**src/rtl/rsfb_pkg.sv**
```systemverilog
// ----------------------------------------------------------------------------
// rsfb_pkg
// Shared types, constants and the CRC-8 helper for the RS-485 frame builder.
// ----------------------------------------------------------------------------
package rsfb_pkg;

	typedef logic [7:0] byte_t;

	// Default buffer size; the payload length saturates at this minus nine.
	localparam int BUF_BYTES_DEF = 128;

	// Largest number of bytes one input item can produce.
	localparam int BURST_LEN = 9;
	localparam int CNT_W     = $clog2(BURST_LEN + 1);

	// Input operation codes.
	localparam logic OP_BEGIN   = 1'b0;
	localparam logic OP_PAYLOAD = 1'b1;

	// Configuration register indexes.
	localparam int          REG_IDX_W   = 2;
	localparam logic [1:0]  REG_STATION = 2'd0;
	localparam logic [1:0]  REG_DEST    = 2'd1;
	localparam logic [1:0]  REG_TAIL_HI = 2'd2;
	localparam logic [1:0]  REG_TAIL_LO = 2'd3;

	// Start bytes for normal and idle frames.
	localparam byte_t SOF0_NORMAL = 8'hBB;
	localparam byte_t SOF1_NORMAL = 8'hEE;
	localparam byte_t SOF0_IDLE   = 8'hAA;
	localparam byte_t SOF1_IDLE   = 8'hFF;

	// Reflected Dallas/Maxim polynomial.
	localparam byte_t CRC_POLY = 8'h8C;

	// One byte of CRC-8, LSB first. This is a pure XOR network after synthesis.
	function automatic byte_t crc8_update(input byte_t crc, input byte_t b);
		byte_t c;
		c = crc ^ b;
		for (int i = 0; i < 8; i++) begin
			c = c[0] ? ((c >> 1) ^ CRC_POLY) : (c >> 1);
		end
		return c;
	endfunction

endpackage

```
**src/rtl/rs485_frame_builder_crc8_top.sv**
```systemverilog
// ----------------------------------------------------------------------------
// rs485_frame_builder_crc8_top
// Builds outgoing RS-485 link frames one byte per beat, with a CRC-8 trailer.
// ----------------------------------------------------------------------------
// An accepted item passes through the input register, then the output burst
// register, and its first byte shows once the output side is free.
// Throughput: one output byte per cycle while the receiver does not stall. An
// item that yields one byte lets the next item in every unstalled cycle; a
// larger item holds the input while the nine-byte output burst register shifts out.
// Reset: configuration registers, frame state and all valid flags clear at once.
// ----------------------------------------------------------------------------
module rs485_frame_builder_crc8_top
	import rsfb_pkg::*;
#(
	parameter int BUF_BYTES = BUF_BYTES_DEF
) (
	input  logic                 clk,
	input  logic                 arst_n,
	// Input item channel
	input  logic                 in_valid,
	output logic                 in_stall,
	input  logic                 op,
	input  logic [7:0]           command,
	input  logic [6:0]           payload_length,
	input  logic                 idle_header,
	input  logic [7:0]           data_byte,
	// Result channel
	output logic                 out_valid,
	input  logic                 out_stall,
	output logic [7:0]           tx_byte,
	output logic                 frame_end,
	// Configuration write channel
	input  logic                 cfg_valid,
	output logic                 cfg_ready,
	input  logic [REG_IDX_W-1:0] cfg_index,
	input  logic [7:0]           cfg_data
);

	localparam logic [7:0] MAX_PAY = 8'(BUF_BYTES - 9);

	// Configuration registers.
	byte_t station_q, dest_q, tail_hi_q, tail_lo_q;

	// Frame state.
	logic       open_q;
	logic [6:0] left_q;
	byte_t      crc_q;

	// Input register stage.
	logic       valid_s1;
	logic       op_s1;
	byte_t      cmd_s1;
	logic [6:0] len_s1;
	logic       idle_s1;
	byte_t      data_s1;
	byte_t      crc_pre_s1;

	// Output burst register.
	byte_t                byte_q [BURST_LEN];
	logic [BURST_LEN-1:0] end_q;
	logic [CNT_W-1:0]     cnt_q;

	logic in_acc, pop, burst_free, load;

	// Next-burst and next-state values.
	byte_t                ld_byte [BURST_LEN];
	logic [BURST_LEN-1:0] ld_end;
	logic [CNT_W-1:0]     ld_cnt;
	logic                 open_d;
	logic [6:0]           left_d, left_dec, len_sat;
	byte_t                crc_d, crc_hdr, crc_dat, crc_pre;

	assign cfg_ready = 1'b1;

	always_ff @(posedge clk or negedge arst_n) begin
		if (!arst_n) begin
			station_q <= '0;
			dest_q    <= '0;
			tail_hi_q <= '0;
			tail_lo_q <= '0;
		end else if (cfg_valid && cfg_ready) begin
			case (cfg_index)
				REG_STATION: station_q <= cfg_data;
				REG_DEST:    dest_q    <= cfg_data;
				REG_TAIL_HI: tail_hi_q <= cfg_data;
				REG_TAIL_LO: tail_lo_q <= cfg_data;
				default:     ;
			endcase
		end
	end

	// Handshakes.
	assign out_valid  = (cnt_q != '0);
	assign pop        = out_valid && !out_stall;
	assign burst_free = (cnt_q == '0) || ((cnt_q == CNT_W'(1)) && !out_stall);
	assign load       = valid_s1 && burst_free;
	assign in_stall   = valid_s1 && !burst_free;
	assign in_acc     = in_valid && !in_stall;

	assign tx_byte   = byte_q[0];
	assign frame_end = end_q[0];

	// The destination and command part of the header CRC is settled on the way
	// in; configuration must not change while items are in flight, which the block does not enforce.
	assign crc_pre = crc8_update(crc8_update('0, dest_q), command);

	always_ff @(posedge clk or negedge arst_n) begin
		if (!arst_n) begin
			valid_s1 <= 1'b0;
		end else if (in_acc) begin
			valid_s1 <= 1'b1;
		end else if (load) begin
			valid_s1 <= 1'b0;
		end
	end

	always_ff @(posedge clk) begin
		if (in_acc) begin
			op_s1      <= op;
			cmd_s1     <= command;
			len_s1     <= payload_length;
			idle_s1    <= idle_header;
			data_s1    <= data_byte;
			crc_pre_s1 <= crc_pre;
		end
	end

	always_comb begin
		len_sat  = ({1'b0, len_s1} > MAX_PAY) ? MAX_PAY[6:0] : len_s1;
		crc_hdr  = crc8_update(crc8_update(crc_pre_s1, station_q), {1'b0, len_sat});
		crc_dat  = crc8_update(crc_q, data_s1);
		left_dec = (left_q != '0) ? (left_q - 7'd1) : left_q;

		for (int i = 0; i < BURST_LEN; i++) begin
			ld_byte[i] = '0;
		end
		ld_end = '0;
		ld_cnt = '0;
		open_d = open_q;
		left_d = left_q;
		crc_d  = crc_q;

		if (op_s1 == OP_BEGIN) begin
			ld_byte[0] = idle_s1 ? SOF0_IDLE : SOF0_NORMAL;
			ld_byte[1] = idle_s1 ? SOF1_IDLE : SOF1_NORMAL;
			ld_byte[2] = dest_q;
			ld_byte[3] = cmd_s1;
			ld_byte[4] = station_q;
			ld_byte[5] = {1'b0, len_sat};
			crc_d      = crc_hdr;
			open_d     = 1'b1;
			left_d     = len_sat;
			ld_cnt     = CNT_W'(6);
			if (len_sat == '0) begin
				ld_byte[6] = crc_hdr;
				ld_byte[7] = tail_hi_q;
				ld_byte[8] = tail_lo_q;
				ld_end[8]  = 1'b1;
				ld_cnt     = CNT_W'(9);
				open_d     = 1'b0;
			end
		end else if (open_q) begin
			ld_byte[0] = data_s1;
			crc_d      = crc_dat;
			left_d     = left_dec;
			ld_cnt     = CNT_W'(1);
			if (left_dec == '0) begin
				ld_byte[1] = crc_dat;
				ld_byte[2] = tail_hi_q;
				ld_byte[3] = tail_lo_q;
				ld_end[3]  = 1'b1;
				ld_cnt     = CNT_W'(4);
				open_d     = 1'b0;
			end
		end
		// A payload byte outside a frame loads an empty burst and is dropped.
	end

	always_ff @(posedge clk or negedge arst_n) begin
		if (!arst_n) begin
			open_q <= 1'b0;
			left_q <= '0;
			crc_q  <= '0;
			cnt_q  <= '0;
		end else if (load) begin
			open_q <= open_d;
			left_q <= left_d;
			crc_q  <= crc_d;
			cnt_q  <= ld_cnt;
		end else if (pop) begin
			cnt_q <= cnt_q - CNT_W'(1);
		end
	end

	always_ff @(posedge clk) begin
		if (load) begin
			byte_q <= ld_byte;
			end_q  <= ld_end;
		end else if (pop) begin
			for (int i = 0; i < BURST_LEN - 1; i++) begin
				byte_q[i] <= byte_q[i+1];
			end
			end_q <= {1'b0, end_q[BURST_LEN-1:1]};
		end
	end

endmodule

```
**config.mk**
```make
export PLATFORM = sky130hd
export DESIGN_NAME = rs485_frame_builder_crc8_top
export DESIGN_NICKNAME = d
export VERILOG_FILES = /design/src/rtl/rsfb_pkg.sv /design/src/rtl/rs485_frame_builder_crc8_top.sv
export SDC_FILE = /design/constraint.sdc
export NUM_CORES = 1
export LEC_CHECK = 0
export BUFFER_PORTS_ARGS = -buffer_cell sky130_fd_sc_hd__buf_2
export CAP_MARGIN = 10
export CELL_PAD_IN_SITES_DETAIL_PLACEMENT = 2
export CELL_PAD_IN_SITES_GLOBAL_PLACEMENT = 2
export CORE_ASPECT_RATIO = 1.5
export CORE_UTILIZATION = 45
export DETAILED_ROUTE_END_ITERATION = 6
export GPL_TIMING_DRIVEN = 0
export PLACE_DENSITY_LB_ADDON = 0.1
export RECOVER_POWER = 100
export SLEW_MARGIN = 40
export SYNTH_ARGS = -nofsm -noshare
export SYNTH_HDL_FRONTEND = slang
export SYNTH_SLANG_ARGS = --single-unit
```
**constraint.sdc**
```tcl
create_clock -name clk -period 10.75 [get_ports clk]
set_clock_uncertainty 0.1 [all_clocks]
set_input_delay 1.6125 -clock clk [delete_from_list [all_inputs] [get_ports clk]]
set_output_delay 1.6125 -clock clk [all_outputs]
set_load 0.05 [all_outputs]
```
**After elaboration in Yosys (flattened, before gate mapping)**

Cells that the tools add are included.

- Reduce and logical (&&, ||, !) cells: 23
- Add/sub/neg operators: 2
- Eq/ne operators: 5
- Bitwise logic cells: 45
- Muxes and demuxes: 74
- $lt $le $gt $ge: 1

Operators by type and width:

| operator | count |
|---|---|
| 8-bit two-way mux | 41 |
| 64-bit two-way mux | 2 |
| 2-bit NOT with 3-bit output | 40 |
| 32-bit two-way mux | 2 |
| 24-bit two-way mux | 2 |
| 40-bit two-way mux | 1 |
| 7-bit two-way mux | 4 |
| 4-bit two-way mux | 6 |
| 8-bit XOR | 3 |
| 9-bit two-way mux | 2 |
| 7-bit zero test | 2 |
| 1-bit two-way mux | 11 |
| 5-bit two-way mux | 2 |
| 2-bit AND reduction | 5 |
| 8-bit by 7-bit XOR with 8-bit output | 1 |
| 7-bit > comparator (second input constant) | 1 |
| 7-bit nonzero test | 1 |
| 7-bit by 1-bit subtractor with 7-bit output (second input constant) | 1 |
| 1-bit logical AND | 5 |
| 2-bit == test (second input constant) | 2 |
| 4-bit by 1-bit == test with 1-bit output (second input constant) | 1 |
| 4-bit zero test | 1 |
| 2-bit nonzero test | 2 |
| 4-bit nonzero test | 1 |
| other kinds (9) | 11 |

- Input port bits: 40
- Register bits: 167
- Logic and storage cells: 177

**Logic depth before layout (Yosys ltp)**

Gate-level depths: netlist of the first run.

- Depth in word-level cells: 37
- Mapped depth: 10

**Worst setup path after synthesis of the first run**

No wires, ideal clock.

- Path type: input to register
- Start: input port out_stall
- End: register byte_q[10] in the netlist's numbering, enable pin
- Slack: 6368 ps
- Arrival: 3577 ps
- Library setup time: 706 ps
- Data required time: 9944 ps
- Stages: 4
- Cells stage by stage: nor2b_1 -> o211ai_1 -> clkbuf_1 -> nand2_1

- Longest elaborated chain between the ends: 5
- Elaborated cells between the ends (all ways): 6

Ends and longest elaborated chain:

| what | line | text |
|---|---|---|
| start, declared | rs485_frame_builder_crc8_top.sv:29 | `input logic out_stall,` |
| 1-bit zero test * | rs485_frame_builder_crc8_top.sv:94, rs485_frame_builder_crc8_top.sv:95 |  |
| 1-bit logical AND | rs485_frame_builder_crc8_top.sv:95 | `assign burst_free = (cnt_q == '0) \|\| ((cnt_q == CNT_W'(1)) && !out_stall);` |
| 1-bit logical OR | rs485_frame_builder_crc8_top.sv:95 |  |
| 1-bit logical AND | rs485_frame_builder_crc8_top.sv:96 | `assign load = valid_s1 && burst_free;` |
| 2-bit nonzero test (no line) * | -- |  |
| end signal, assigned | rs485_frame_builder_crc8_top.sv:197 | `byte_q <= ld_byte;` |
| end signal, assigned by index | rs485_frame_builder_crc8_top.sv:201 | `byte_q[i] <= byte_q[i+1];` |
| end, declared | rs485_frame_builder_crc8_top.sv:59 | `byte_t byte_q [BURST_LEN];` |

Every way passes the cells marked *; elsewhere a longest branch is shown, timed or not.
A chain may end at the register's enable or synchronous reset.

**Worst setup path after layout of the first run**

- Start: input port out_stall
- End: register byte_q[9] in the netlist's numbering, enable pin

Same word-level chain as after synthesis.

==> results of run 1 <==
==> final timing paths <==
kind / start / end / depth (start not counted)
setup / recovery: out_stall / byte_q[9] / 6
hold / removal: end_q[7] / end_q[7] / 2
setup reg to reg: cnt_q[1] / byte_q[9] / 7
hold reg to reg: end_q[7] / end_q[7] / 2
max in group asynchronous: arst_n / cnt_q[3] / 1
min in group asynchronous: arst_n / tail_hi_q[6] / 1
==> worst reg2reg max path, cell delays in order, from the launching register on <==
cell and delay, ps:
sky130_fd_sc_hd__dfrtp_1 400, sky130_fd_sc_hd__inv_1 90, sky130_fd_sc_hd__ha_1 150, sky130_fd_sc_hd__clkbuf_1 270, sky130_fd_sc_hd__o211ai_1 300, sky130_fd_sc_hd__clkbuf_1 410, sky130_fd_sc_hd__nand2_1 1120, sky130_fd_sc_hd__clkbuf_1 1610
==> layer usage <==
metal,wire length [µm],global-route usage,share of wire
met5,0,0,0
met4,1070,0.153,0.042
met3,871,0.0445,0.034
met2,14700,0.578,0.57
met1,9010,0.300,0.35
==> cell usage after synthesis (all sizes together) (19+ instances only) <==
| cell type | number | area, µm² |
|---|---|---|
| mux2 | 32 | 360 |
| nor2 | 35 | 131 |
| a21oi | 28 | 140 |
| xnor2 | 68 | 626 |
| clkbuf | 20 | 76.3 |
| nand2 | 81 | 304 |
| edfxtp | 107 | 3210 |
| o21ai | 55 | 275 |
| xor2 | 19 | 166 |
| inv | 28 | 105 |
| dfrtp | 53 | 1330 |
| a22oi | 20 | 150 |
==> cell families after synthesis <==
group,Yosys count,share of synthesized area
flops,167,0.585
compound gates,152,0.121
simple gates,150,0.0832
xor+xnor,95,0.122
buf+inv,66,0.0368
mux,32,0.0450
fa+ha+maj,4,0.00626
other cells,1,0.000469
==> state kept, by name (all words and copies together), names as in the netlist, 7 cells and up <==
register and count:
tail_hi_q 8, len_s1 7, left_q 7, byte_q 64, cmd_s1 8, station_q 8, tail_lo_q 8, end_q 9
data_s1 8, crc_q 8, crc_pre_s1 8, tx_byte 8, dest_q 8
==> layout by cell type (no fill, tap or decap), drive strengths merged, types with 3 or more instances in the layout <==
master and count:
a21o 3, a21oi 28, a22o 4, a22oi 20, a31oi 4, a32oi 3
buf 38, clkbuf 73, clkinv 6, dfrtp 53, dfxtp 7, edfxtp 107
ha 4, inv 35, mux2 32, nand2 81, nand3 6, nor2 35
nor2b 3, nor3 4, nor4 3, o21ai 55, o221ai 3, o31ai 11
or4 3, xnor2 68, xnor3 7, xor2 19
==> cell type report <==
cell class              count  area [µm²]  area share
multi-input cells         434        3030       0.335
inverters                  29         109      0.0121
repair buffers             54         238      0.0263
well taps                 213         267      0.0295
clock buffers              20         447      0.0495
flip-flops and latches    167        4680       0.518
clock inverters            12        92.6      0.0103
plain buffers              37         175      0.0194
==> per-stage QoR <==
stage	instances	setup WS [ps]	hold WS, ps	utilization	instance area (µm²)
floorplan	667	6370	332	-	8000
global placement	930	4570	342	0.491	8520
detailed placement	934	6590	351	0.495	8600
CTS	966	6690	361	0.527	9140
global route	966	5150	378	0.521	9030
finish	966	5390	360	0.521	9030
==> flow_summary.yaml, run 1 <==
outcome:
  run_status: "complete, but fails checks"
  violated_checks: "capacitance limit, slew limit"
logic_synthesis:
  synth-async-reset-ratio: 0.317
  synthesis.nets: 711
  synthesis.instances: 667
  synth_enable_flop_cells: 107
  ys.flop_type: "sky130_fd_sc_hd__edfxtp_1"
  syn-mean-instance-area_um2: 12.0
  ys_ff_latch: 167
  yosysSeqAreaShare: 0.585
  syn_area_um2: 8000
  synth_warnings: 0
  ys_types: 66
finish:
  fillerInstances: 1725
  layout.nets: 784
  antennaDiodeCount: 0
  drive_above_1_share: 0.150
  layout-area-overhead-vs-synth_pct: 12.9
placed_design:
  buffer_ports.inserted: 50
  gp_congestion: 0.843
  dp.final_hpwl_um: 18900
routing:
  viasPerCell: 5.81
  drc_errors: 0
  vias: 5617
  drtAntennaViolNets: 0
  wire_per_inst_um: 26.6
  drtPass1Iterations: 4
  drt-total-wl_um: 25700
  drtIter0Drc: 283
setup_path:
  worstSetupStartpointType: "input port"
  crit_path_max_incr_delay_ps: 1600
  worst-path-max-fanout: 37
  timing.critical_path.max_delay_family: "buffers and inverters"
  crit_top_cell: "sky130_fd_sc_hd__clkbuf_1"
  worst_path_cell_chain: "clkbuf_1 > nor2b_1 > o211ai_1 > clkbuf_1 > nand2_1 > clkbuf_1"
  cp-end-kind: "flip-flop"
  required_ps: 10660
  r2r_setup_slack_ps: 5860
  slowest_stage: "sky130_fd_sc_hd__clkbuf_1"
  critical_path_buf_inv_count: 3
  category_of_the_most_critical_setup_path: "input port to flip-flop"
  worst-endpoint-arrival_ps: 5280
die:
  die_area_um2: 18300
  num_rows: 59
  die_h_um: 165
  start_util: 0.461
  die-width_um: 111
  top_level_ports: 52
  floorplan.core_area_um2: 17300
global_routing:
  first_pass_grt_wire_length_um: 38900
  antenna_found_initial: 0
  overflow: 0
  grt_max_degree: 54
  grt_usage: 0.295
  vias_in_the_first_global_route: 6405
clock_network:
  clk_path_buf_depth: 2
  worst_setup_hold_path_clk_slew_ps: 70
  cts_hold_repair.buffers: 0
  post_cts_buffers: 0
  clock_tree_root: "sky130_fd_sc_hd__clkbuf_16"
  htree_levels: 4
  ctsResizeCount: 0
  clock_tree_from_tritoncts: "done"
  worstSkewPairLatency_ps: 440
  tritoncts.num_buffers: 17
  clock_sinks: 167
timing:
  number_of_failing_hold_endpoints_at_the_final_stage: 0
  slew_at_the_pin_with_the_worst_max_slew_slack_ps: 3240
  fmax_ghz: 0.186
  post-route-period-util: 0.499
  rsz0062_at_grt: "no"
  report.final.slew_viol_count: 127
  max-slew-margin-rel: -1.16
  finalWorstPathRequiredPeriod_ps: 5360
  setup_viol: 0
  tns_ps: 0
min_path:
  hp-class: "flip-flop to flip-flop"
flow_run:
  maxCapViolations: 4
Power of run 1 is not shown: default switching activity piles up to over one toggle a cycle in this logic, so the estimate is an artifact.
==> run 2, diff against run 1 <==
--- a/config.mk
+++ b/config.mk
@@ -10,7 +10,7 @@
 export CELL_PAD_IN_SITES_DETAIL_PLACEMENT = 2
 export CELL_PAD_IN_SITES_GLOBAL_PLACEMENT = 2
 export CORE_ASPECT_RATIO = 1.5
-export CORE_UTILIZATION = 45
+export CORE_UTILIZATION = 42
 export DETAILED_ROUTE_END_ITERATION = 6
 export GPL_TIMING_DRIVEN = 0
 export PLACE_DENSITY_LB_ADDON = 0.1
==> constraint.sdc (replaced) <==
create_clock -name clk -period 5.2 [get_ports clk]
set_clock_uncertainty 0.1 [all_clocks]
set_input_delay 0.78 -clock clk [delete_from_list [all_inputs] [get_ports clk]]
set_output_delay 0.78 -clock clk [all_outputs]
set_load 0.05 [all_outputs]
==> run 2 against run 1 <==
- the flow still finishes with violations (capacitance limit, slew limit)
- first-iteration DRC count is 7.8% lower
- core utilization is 3.0 points lower
- critical path depth is 1 higher
- cell area is 1.3% higher
- count of clock-buffer cells in the layout is 3 lower
- cell count is 3.9% higher
- non-clock buffer count is 1 lower
- critical endpoint is now byte_q[39]
==> flow_summary.yaml, run 2 (synthesis gave the netlist of run 1 again) <==
routing:
  drtPass1Iterations: 4
  vias: 5546
  drtAntennaViolNets: 0
  drt-total-wl_um: 24500
  drc_errors: 0
  drtIter0Drc: 261
  wire_per_inst_um: 24.4
  viasPerCell: 5.52
clock_network:
  clock_tree_from_tritoncts: "done"
  cts_hold_repair.buffers: 0
  clk_path_buf_depth: 2
  worst_setup_hold_path_clk_slew_ps: 80
  htree_levels: 4
  worstSkewPairLatency_ps: 440
  tritoncts.num_buffers: 17
  clock_tree_root: "sky130_fd_sc_hd__clkbuf_16"
  post_cts_buffers: 0
  ctsResizeCount: 0
  clock_sinks: 167
placed_design:
  placedCellCount: 972
  dp.final_hpwl_um: 18100
  gp_congestion: 0.812
  buffer_ports.inserted: 50
flow_run:
  maxCapViolations: 2
die:
  die_area_um2: 19600
  die-width_um: 115
  floorplan.core_area_um2: 18600
  die_h_um: 171
  num_rows: 61
  top_level_ports: 52
  start_util: 0.430
global_routing:
  vias_in_the_first_global_route: 6225
  antenna_found_initial: 0
  overflow: 0
  grt_max_degree: 54
  grt_usage: 0.267
  first_pass_grt_wire_length_um: 37300
finish:
  largestRegisters: "byte_q (64), end_q (9)"
  layout.cells.most_common_list: "sky130_fd_sc_hd__edfxtp_1, sky130_fd_sc_hd__nand2_1, sky130_fd_sc_hd__xnor2_1"
  antennaDiodeCount: 0
  final_cell_count_no_fill: 1004
  layout.cells.most_common: "sky130_fd_sc_hd__edfxtp_1"
  layout-area-overhead-vs-synth_pct: 14.3
  drive_above_1_share: 0.152
  largest-register: "byte_q"
  fillerInstances: 1920
  layout.nets: 783
  max_ffs_per_register: 64
setup_path:
  worstReg2RegEnd: "byte_q[39]"
  required_ps: 5270
  r2r_setup_slack_ps: 1630
  worst-endpoint-arrival_ps: 3640
  worstSetupStartpointType: "flip-flop"
  crit_path_start: "cnt_q[0]"
  category_of_the_most_critical_setup_path: "flip-flop to flip-flop"
  cp-end-kind: "flip-flop"
  worst_r2r_startpoint: "cnt_q[0]"
  rr_worst_depth: 7
  worst-path-max-fanout: 44
  worst_setup_path_endpoint: "byte_q[39]"
min_path:
  hp-class: "flip-flop to flip-flop"
  worst_hold_path.num_cells: 2
timing:
  tns_ps: 0
  number_of_failing_hold_endpoints_at_the_final_stage: 0
  rsz0062_at_grt: "no"
  fmax_ghz: 0.280
  post-route-period-util: 0.687
  setup_viol: 0
  report.final.slew_viol_count: 63
  finalWorstPathRequiredPeriod_ps: 3570
  slew_at_the_pin_with_the_worst_max_slew_slack_ps: 3170
  max-slew-margin-rel: -1.12
outcome:
  run_status: "complete, but fails checks"
  violated_checks: "capacitance limit, slew limit"
## run 2: changes by cell type in the layout (fill, tap and decap cells not counted), moves of 2 or more
cell | before | now
sky130_fd_sc_hd__clkbuf_1 | 54 | 49
sky130_fd_sc_hd__clkinv_2 | 2 | 0
sky130_fd_sc_hd__clkinv_4 | 3 | 1
sky130_fd_sc_hd__clkinv_8 | 0 | 3
sky130_fd_sc_hd__inv_4 | 3 | 0
sky130_fd_sc_hd__inv_8 | 1 | 7
## run 2: worst min path at each step
stage                              end  slack (ps)      from
after floorplan               end_q[1]         330  end_q[2]
after global placement        end_q[0]         340  end_q[1]
after CTS                 tail_lo_q[6]         310    arst_n
final                         end_q[4]         360  end_q[5]
after detailed placement      end_q[5]         360  end_q[5]
after global routing          end_q[0]         390  end_q[0]
## run 2: routing by layer
metal  vias to the layer above  wire length, µm  GRT usage
met1                      2840             8880      0.271
met2                       113            14000      0.522
met5                         -                0          0
met4                         0              947      0.124
met3                        56              643     0.0443
li1                       2537                -          -
## run 2: per-stage QoR
step	area [µm²]	util	worst slack, ps	hold slack, ps
after floorplan	8000	-	1650	332
after global placement	8570	0.460	23.1	338
after detailed placement	8640	0.464	1880	360
after CTS	9240	0.496	1980	308
after global routing	9150	0.491	1340	390
final	9150	0.491	1630	363
## run 2: worst max-delay path, stage by stage, from the launching register on
cell and delay, ps:
sky130_fd_sc_hd__dfrtp_1 410, sky130_fd_sc_hd__inv_1 70, sky130_fd_sc_hd__ha_1 190, sky130_fd_sc_hd__clkbuf_1 170, sky130_fd_sc_hd__o211ai_1 420, sky130_fd_sc_hd__clkbuf_1 560
sky130_fd_sc_hd__nand2_1 880, sky130_fd_sc_hd__buf_12 480
## run 2: layout make-up
class	count	area, µm²	area share
Buffer	37	183	0.0200
Clock inverter	15	171	0.0187
Clock buffer	17	425	0.0465
Multi-Input combinational cell	434	3010	0.329
Timing Repair Buffer	53	250	0.0274
Inverter	29	109	0.0119
Tap cell	252	315	0.0345
Sequential cell	167	4680	0.512
Power of run 2 is left out for the same reason.
